[src/rtl/gtsi_pkg.sv]
// Shared types and constants of the trilinear slowness interpolator.
package gtsi_pkg;

  // Word widths of the fixed-point data.
  localparam int DATA_W    = 32;
  localparam int CELL_W    = 5;
  localparam int FRAC_W    = 16;
  localparam int QUO_W     = DATA_W + 1;
  localparam int LOC_SHIFT = QUO_W - FRAC_W;
  localparam int PROD_W    = 50;
  localparam int CFG_IDX_W = 3;
  localparam int CORNERS   = 8;
  localparam int BANK_W    = 3;

  // Pipeline latencies of the sub-units.
  localparam int DIV_LAT   = QUO_W;
  localparam int RECIP_LAT = DIV_LAT + 1;
  localparam int LOC_LAT   = DIV_LAT + 2;
  localparam int BLEND_LAT = 2;

  localparam logic [DATA_W-1:0]        SPACING_RESET = 32'h0001_0000;
  localparam logic signed [PROD_W-1:0] ROUND_HALF    = 50'sd32768;

  // Configuration register indexes.
  typedef enum logic [CFG_IDX_W-1:0] {
    CFG_ORIGIN_Z  = 3'd0,
    CFG_ORIGIN_X  = 3'd1,
    CFG_ORIGIN_Y  = 3'd2,
    CFG_SPACING_Z = 3'd3,
    CFG_SPACING_X = 3'd4,
    CFG_SPACING_Y = 3'd5
  } cfg_reg_t;

  // Input word operations.
  typedef enum logic {
    FUNC_WRITE = 1'b0,
    FUNC_QUERY = 1'b1
  } func_t;

  // Eight corner slownesses, index bits are {depth, x, y} offsets.
  typedef logic [CORNERS-1:0][DATA_W-1:0] corner_set_t;

endpackage

[src/rtl/gtsi_blend.sv]
// One linear blend a + w*(b-a) with Q0.16 weight, rounded, over two stages.
module gtsi_blend import gtsi_pkg::*; (
  input  logic              clk,
  input  logic              en,
  input  logic [DATA_W-1:0] a,
  input  logic [DATA_W-1:0] b,
  input  logic [FRAC_W-1:0] w,
  output logic [DATA_W-1:0] s
);

  logic signed [DATA_W:0]   diff;
  logic signed [PROD_W-1:0] prod_nxt;
  logic signed [PROD_W-1:0] prod_r;
  logic [DATA_W-1:0]        a_r;
  logic signed [PROD_W-1:0] rnd;
  logic signed [PROD_W-1:0] sum;
  logic [DATA_W-1:0]        s_r;

  // Multiply stage.
  assign diff     = $signed({1'b0, b}) - $signed({1'b0, a});
  assign prod_nxt = PROD_W'(diff) * PROD_W'($signed({1'b0, w}));

  always_ff @(posedge clk) begin
    if (en) begin
      prod_r <= prod_nxt;
      a_r    <= a;
    end
  end

  // Round, scale back and add the base value.
  assign rnd = prod_r + ROUND_HALF;
  assign sum = PROD_W'($signed({1'b0, a_r})) + (rnd >>> FRAC_W);

  always_ff @(posedge clk) begin
    if (en) begin
      s_r <= sum[DATA_W-1:0];
    end
  end

  assign s = s_r;

endmodule

[config.mk]
export PLATFORM = sky130hd
export DESIGN_NAME = gtsi_blend
export DESIGN_NICKNAME = d
export VERILOG_FILES = /design/src/rtl/gtsi_pkg.sv /design/src/rtl/gtsi_blend.sv
export SDC_FILE = /design/constraint.sdc
export NUM_CORES = 1
export LEC_CHECK = 0
export BUFFER_PORTS_ARGS = -buffer_cell sky130_fd_sc_hd__buf_2
export CAP_MARGIN = 0
export CORE_MARGIN = 8
export CORE_UTILIZATION = 35
export DETAILED_ROUTE_END_ITERATION = 16
export PLACE_DENSITY_LB_ADDON = 0.3
export SLEW_MARGIN = 20
export SYNTH_ARGS = -nofsm -noshare
export SYNTH_HDL_FRONTEND = slang
export SYNTH_SLANG_ARGS = --single-unit
export TNS_END_PERCENT = 20
[constraint.sdc]
create_clock -name clk -period 17.12 [get_ports clk]
set_input_delay 2.568 -clock clk [delete_from_list [all_inputs] [get_ports clk]]
set_output_delay 2.568 -clock clk [all_outputs]
set_load 0.02 [all_outputs]
Yosys cells after proc, flatten, opt, wreduce, memory -nomap -nowiden
Index checks and enable logic that the tools add are counted.
W data, S select, Z words.

word-level totals
  register bits after elaboration = 112
  output and inout port bits = 32
  bits of input ports = 82

operators by class
  $mul = 1
  add/subtract/negate cells = 3

operators with widths
  operator                  number
  $add A48 B17 Y48 const B  1
  $mul A33 B17 Y48          1
  $sub A32 B32 Y33          1
  $add A32 B32 Y32          1

Longest topological paths before layout
Gate-level depths: netlist of run 1.

  word-level depth = 2
  depth in mapped cells = 37

Worst setup path after synthesis of run 1
No wires, ideal clock.

  kind = in2reg
  start point = input a[2]
  end point = register prod_r[38], data pin
  path slack = 6.524 ns
  arrival = 10.338 ns
  cell stages on the path = 34
  setup time = 0.258 ns
  path through = inv_1 ha_1 nor2b_1 o31a_1 or4_4 a211oi_2 a311o_2 nand2_1 a21o_1 a21oi_2 xnor2_1 buf_2 and2_1 fa_1 inv_1 fa_1 fa_1 inv_1 fa_1 fa_1 inv_1 fa_1 inv_1 ha_1 a21o_1 a21o_1 a21o_1 a21o_1 a21oi_1 o21ai_1 or4_1 a31o_2 a21oi_1 xnor2_1

between the ends
  cells in the longest elaborated chain, start to end = 2

ends and longest elaborated chain
  item                  RTL line          source
  start, declared       gtsi_blend.sv:5   input logic [DATA_W-1:0] a,
  $sub A32 B32 Y33      gtsi_blend.sv:20  assign diff = $signed({1'b0, b}) - $signed({1'b0, a});
  $mul A33 B17 Y48      gtsi_blend.sv:21  assign prod_nxt = PROD_W'(diff) * PROD_W'($signed({1'b0, w}));
  net prod_nxt[38]      gtsi_blend.sv:12  logic signed [PROD_W-1:0] prod_nxt;
  end signal, assigned  gtsi_blend.sv:25  prod_r <= prod_nxt;
  end, declared         gtsi_blend.sv:13  logic signed [PROD_W-1:0] prod_r;

The timed path passes the listed nets, and every way through them passes these cells.
A chain may end at the register's enable or synchronous reset.

Worst setup path in the final report of run 1
  start point = input a[1]
  end point = register prod_r[47], data pin

The elaborated chain is that of the path after synthesis.

==> results of run 1 <==
[critical path: cells and delay by family]
family | cells | cell delay (ns)
compound gates | 10 | 3.35
fa+ha+maj | 8 | 3.68
xor+xnor | 2 | 0.91
simple gates | 6 | 1.51
buf+inv | 5 | 0.30
[flip-flops by register name (all words and copies together), names as in the netlist]
| name | flops |
|---|---|
| s | 32 |
| a_r | 32 |
| prod_r | 33 |
[logic make-up (layout without fill, tap and decap cells)]
family          count (synthesis)  after routing  synth area share, %
simple gates                  808            808                 15.6
buf+inv                       727            779                 11.1
fa+ha+maj                     667            667                 48.7
compound gates                287            287                 8.15
xor+xnor                      130            130                 4.61
flops                          97             97                 11.8
other cells                     0              5                    0
[stage by stage]
step	area, um^2	cells	utilization, %	setup slack, ns	hold slack (ns)
2_1_floorplan	24700	2716	-	6.52	0.526
3_3_place_gp	26400	3692	37.7	4.78	0.651
3_5_place_dp	26400	3692	37.7	4.62	0.641
4_1_cts	26700	3708	38.1	5.01	0.661
5_1_grt	26700	3708	38.1	4.30	0.664
6_report	26700	3713	38.2	4.92	0.630
[worst paths after layout]
| path | from | endpoint | slack [ns] | cells past startpoint |
|---|---|---|---|---|
| setup / recovery | a[1] | prod_r[47]$_DFFE_PP_ | 4.92 | 31 |
| setup reg to reg | prod_r[17]$_DFFE_PP_ | s[31]$_DFFE_PP_ | 12.03 | 17 |
| hold reg to reg | a_r[0]$_DFFE_PP_ | s[0]$_DFFE_PP_ | 0.63 | 1 |
| hold / removal | a_r[0]$_DFFE_PP_ | s[0]$_DFFE_PP_ | 0.63 | 1 |
[metal layers]
layer	share of wire, %	routed length [um]
met5	0.096	64
met4	3.2	2140
met3	6.4	4290
met2	47	31400
met1	43	28900
[cells in the final DEF (no fill, tap or decap), types with 4 or more instances in the layout]
cell type / count
fa_1: 491
a211oi_1: 11
o21ai_0: 38
clkbuf_16: 9
a31oi_1: 6
xor2_1: 34
nand4_1: 14
diode_2: 5
inv_1: 618
nand2b_1: 19
xnor2_2: 12
and2_1: 214
xor2_2: 4
or2_2: 5
nand2_1: 349
and3_1: 17
o21a_1: 13
o211ai_1: 9
a311o_1: 8
nand3_1: 25
edfxtp_1: 97
nor4_1: 5
nor2_1: 111
o32ai_1: 16
a311oi_2: 7
o21ai_1: 6
a21o_1: 43
xnor2_1: 80
ha_1: 176
o21bai_1: 9
buf_4: 33
nor3_1: 28
nor2b_1: 8
buf_2: 112
a21oi_1: 80
[cell type report]
type	count	area (um^2)	area share, %
antenna	5	12.5	0.0469
clock buffer	9	225	0.844
clock inverter	7	61.3	0.230
inverter	618	2320	8.69
multi-input combinational	1892	19200	71.8
sequential	97	2910	10.9
tap	940	1180	4.41
timing repair buffer	145	808	3.03
==> run_results.csv, run 1 <==
group,metric,value,unit
outcome,status,"finished clean",
yosys,seq_area_frac_synth,11.8,%
worst_setup_path,crit_path_max_fanout,16,
floorplanning,fp.coreArea,69900,um^2
worst_setup_path,crit_required,17.26,ns
timing,finalSetupTns,0,ns
clock_network,clockBufferDepth,2,
finish,syn_to_final_growth,8.00,%
route,vias,18100,
placed_design,hpwl,53700,um
route,wl,66800,um
yosys,postSynthCellCount,2716,
clock_network,cts_buffers,9,
flow_run,max-cap-violations,0,
yosys,synthTopCellsByArea,"fa_1 (40%), edfxtp_1 (12%), inv_1 (9.4%)",
route,viasPerCell,4.87,
worst_hold_path,min_path_type,"flop to flop",
timing,fin_crit_sh,71.2,%
clock_network,holdBufCountCts,0,
timing,slew_headroom,24.4,%
floorplanning,num_rows,97,
clock_network,htreeDepth,3,
clock_network,cts_tree,"yes",
global_route,busiest_layer,"met2",
placed_design,port_buffers,113,
global_route,grt_pass1_vias,19300,
global_route,met3_usage,3.53,%
route,drc,0,
yosys,async_flop_share,0,%
worst_setup_path,worstSetupStartpointType,"primary input",
route,antenna_left,0,
clock_network,path_clk_slew,0.08,ns
yosys,ys_seq_elements,97,
timing,slew_viol_final,0,
clock_network,cts-root-buf,"clkbuf_16",
global_route,grt_pass1_wl,108000,um
yosys,synth_edf_count,97,
global_route,grtUsageMet2,28.8,%
clock_network,cts.sinks,97,
yosys,syn_nets,3465,
clock_network,clock_latency,0.39,ns
placed_design,gp_congestion,0.835,
timing,max_freq,82.0,MHz
route,post_drt_wl_per_cell,18.0,um
timing,skew,0.0213,ns
yosys,syn_avg_cell_area,9.10,um^2
worst_setup_path,critPathKind,"primary input to flop",
floorplanning,die_h,282,um
timing,finalSetupViolCount,0,
floorplanning,die-area,79300,um^2
global_route,grt_max_degree,52,
finish,fillers,7132,
worst_setup_path,cp_common_cell,"fa_1",
yosys,synth_ff_type,"edfxtp_1",
global_route,globalRouteOverflowTotal,0,
timing,min_period,12.20,ns
worst_setup_path,cp-end-kind,"flop",
route,dr.pass1.iters,7,
yosys,synth.largest_area_cell,"fa_1",
timing,hold_viol,0,
global_route,antenna_found_initial,11,
route,drt-initial-drc-count,1036,
yosys,syn_area,24700,um^2
floorplanning,die_w,282,um
yosys,synth_most_common_cell,"inv_1",
finish,nets,3512,
floorplanning,start_util,35.3,%
floorplanning,ioPinCount,114,
timing,rsz0062_at_grt,"no",
yosys,synth_top_area_share,39.8,%
yosys,yosysWarnings,0,
yosys,synthTopCellsByCount,"inv_1 (618), fa_1 (491), nand2_1 (349)",
worst_setup_path,cp.arrival,12.33,ns
global_route,grt_usage,17.4,%
clock_network,post_cts_buffers,0,
worst_setup_path,critPathMaxStageDelay,0.85,ns
yosys,ys_types,70,
finish,drive_above_1_share,7.44,%
timing,worst_pin_slew,1.13,ns
global_route,gr-usage-met1,22.7,%
clock_network,cts-resized-gates,0,
worst_setup_path,cp_slowest_cell,"o41ai_1",
Power of run 1 is not shown: default switching activity piles up to over one toggle a cycle in this logic, so the estimate is an artifact.
==> inputs of run 2 (changes only) <==
--- a/config.mk
+++ b/config.mk
@@ -5,6 +5,7 @@
 export SDC_FILE = /design/constraint.sdc
 export NUM_CORES = 1
 export LEC_CHECK = 0
+export ABC_AREA = 1
 export BUFFER_PORTS_ARGS = -buffer_cell sky130_fd_sc_hd__buf_2
 export CAP_MARGIN = 0
 export CORE_MARGIN = 8
==> constraint.sdc (replaced) <==
create_clock -name clk -period 11.6 [get_ports clk]
set_input_delay 1.74 -clock clk [delete_from_list [all_inputs] [get_ports clk]]
set_output_delay 1.74 -clock clk [all_outputs]
set_load 0.02 [all_outputs]
==> run 2 against run 1 <==
  * Via count up 24%
  * Setup slack worse by 3.2 ns
  * First-iteration DRC count up 44%
  * Hold slack better by 0.058 ns
  * Non-clock buffer count down 19
  * Critical path depth down 1
  * Routed wire length up 37%
  * Register-to-register slack worse by 4.4 ns
  * Clock skew down 0.0070 ns
  * Die area up 5.9%
  * Global-route usage up 4.2 points
  * Flip-flop and latch count unchanged
  * Critical path type unchanged
  * Highest routed layer unchanged
==> run_results.csv, run 2 <==
group,metric,value,unit
outcome,status,"finished clean",
yosys,syn_area,26200,um^2
floorplanning,die_h,290,um
worst_setup_path,cp_num_buf_inv,6,
yosys,yosysWarnings,0,
timing,fin_crit_sh,84.9,%
placed_design,place_inst,4383,
finish,nets,4174,
timing,min_period,9.85,ns
global_route,grt_max_degree,65,
worst_setup_path,cp.arrival,9.99,ns
yosys,syn_avg_cell_area,7.81,um^2
finish,regMostFlops,"prod_r",
placed_design,gp_congestion,0.954,
timing,rsz0062_at_grt,"no",
timing,max_freq,101,MHz
yosys,postSynthCellCount,3360,
worst_hold_path,min_path_type,"flop to flop",
finish,syn_to_final_growth,7.23,%
placed_design,placed_cell_area,27800,um^2
worst_setup_path,critPathMaxStageDelay,0.80,ns
timing,slew_viol_final,0,
clock_network,cts_tree,"yes",
worst_setup_path,worstSetupStartpointType,"primary input",
yosys,synth.largest_area_cell,"fa_1",
worst_setup_path,crit_path_max_fanout,7,
clock_network,cts-root-buf,"clkbuf_16",
yosys,synth_edf_count,97,
timing,slew_headroom,23.5,%
global_route,antenna_found_initial,1,
timing,finalSetupViolCount,0,
route,wl_met1,37700,um
yosys,ys_types,49,
finish,drive_above_1_share,5.63,%
floorplanning,die-area,84000,um^2
yosys,synth_top_area_share,37.4,%
global_route,grt_pass1_vias,24100,
route,wl_met3,6610,um
placed_design,hpwl,77000,um
global_route,globalRouteOverflowTotal,0,
finish,largest_reg_flops,33,
floorplanning,num_rows,100,
yosys,synth_ff_type,"edfxtp_1",
floorplanning,die_w,290,um
worst_setup_path,cp-end-kind,"flop",
global_route,grt_usage,21.6,%
finish,fin_area,28100,um^2
finish,final_cell_mix,"inv_1 (823), nand2_1 (566), fa_1 (491), nor2_1 (443), nand3_1 (220)",
worst_setup_path,critPathKind,"primary input to flop",
yosys,synthTopCellsByCount,"inv_1 (823), nand2_1 (566), fa_1 (491)",
yosys,synthTopCellsByArea,"fa_1 (37%), inv_1 (12%), edfxtp_1 (11%)",
clock_network,cts_buffers,9,
route,vias,22400,
yosys,async_flop_share,0,%
worst_setup_path,cp_slowest_cell,"xor2_1",
worst_setup_path,crit_required,11.73,ns
route,drc,0,
timing,skew,0.0143,ns
route,wl,91300,um
timing,finalSetupTns,0,ns
worst_setup_path,cp_common_cell,"fa_1",
route,met2WireLength,42800,um
floorplanning,start_util,35.3,%
yosys,seq_area_frac_synth,11.1,%
finish,fillers,7932,
floorplanning,fp.coreArea,74300,um^2
finish,layout.cells.non_filler,4401,
route,viasPerCell,5.08,
clock_network,path_clk_slew,0.09,ns
yosys,ys_seq_elements,97,
clock_network,clockBufferDepth,2,
timing,worst_pin_slew,1.14,ns
floorplanning,ioPinCount,114,
clock_network,clock_latency,0.38,ns
route,highest_layer,"met5",
yosys,synth_most_common_cell,"inv_1",
clock_network,cts-resized-gates,0,
route,antenna_left,0,
clock_network,htreeDepth,3,
yosys,syn_nets,4109,
route,dr.pass1.iters,6,
flow_run,max-cap-violations,0,
clock_network,holdBufCountCts,0,
global_route,grt_pass1_wl,140000,um
placed_design,port_buffers,113,
timing,hold_viol,0,
worst_setup_path,crit_family,"adder cells",
route,post_drt_wl_per_cell,20.8,um
clock_network,cts.sinks,97,
route,drt-initial-drc-count,1487,
clock_network,post_cts_buffers,0,
finish,final_common_cell,"inv_1",
-- run 2: cell count changes in the layout (fill, tap and decap cells not counted), moves of 41 or more --
cell | previous run | this run
inv_1 | 618 | 823
nor2_1 | 111 | 443
a21oi_1 | 80 | 121
nand3_1 | 25 | 220
xnor2_1 | 80 | 25
and2_1 | 214 | 1
nand2_1 | 349 | 566
-- run 2: layout make-up --
cell class,count,area (um^2),area share (%)
multi-input combinational,2357,19900,70.7
antenna,2,5.00,0.0178
inverter,834,3130,11.1
clock buffer,9,225,0.800
tap,969,1210,4.31
clock inverter,7,86.3,0.307
sequential,97,2910,10.3
timing repair buffer,126,666,2.36
-- run 2: logic make-up after synthesis --
| logic type | count (synthesis) | synth area share, % |
|---|---|---|
| AND/OR/NAND/NOR | 1351 | 21.6 |
| buffers and inverters | 906 | 13.1 |
| adder cells (fa/ha/maj) | 667 | 45.8 |
| AO/OA/AOI/OAI | 251 | 5.42 |
| flip-flops | 97 | 11.1 |
| XOR/XNOR | 88 | 2.99 |
-- run 2: worst paths after layout --
check / start / to / slack, ns / cells past startpoint
setup reg to reg: prod_r[16]$_DFFE_PP_ / s[21]$_DFFE_PP_ / 7.64 / 16
hold / removal: a_r[0]$_DFFE_PP_ / s[0]$_DFFE_PP_ / 0.69 / 1
hold reg to reg: a_r[0]$_DFFE_PP_ / s[0]$_DFFE_PP_ / 0.69 / 1
setup / recovery: a[0] / prod_r[40]$_DFFE_PP_ / 1.75 / 30
-- run 2: metal layers --
metal,GRT usage [%],up-vias
met5,0,-
met4,8.63,2
met3,3.27,194
met2,36.5,874
met1,27.6,11000
li1,-,10300
-- run 2: metrics by stage --
step / setup WS, ns / hold WS (ns) / util [%]
after detailed placement: 1.45 / 0.702 / 37.4
after CTS: 1.87 / 0.722 / 37.9
after global routing: 1.48 / 0.704 / 37.9
final: 1.75 / 0.688 / 37.9
after global placement: 1.40 / 0.705 / 37.4
after floorplan: 3.53 / 0.526 / -
Power of run 2 is left out for the same reason.
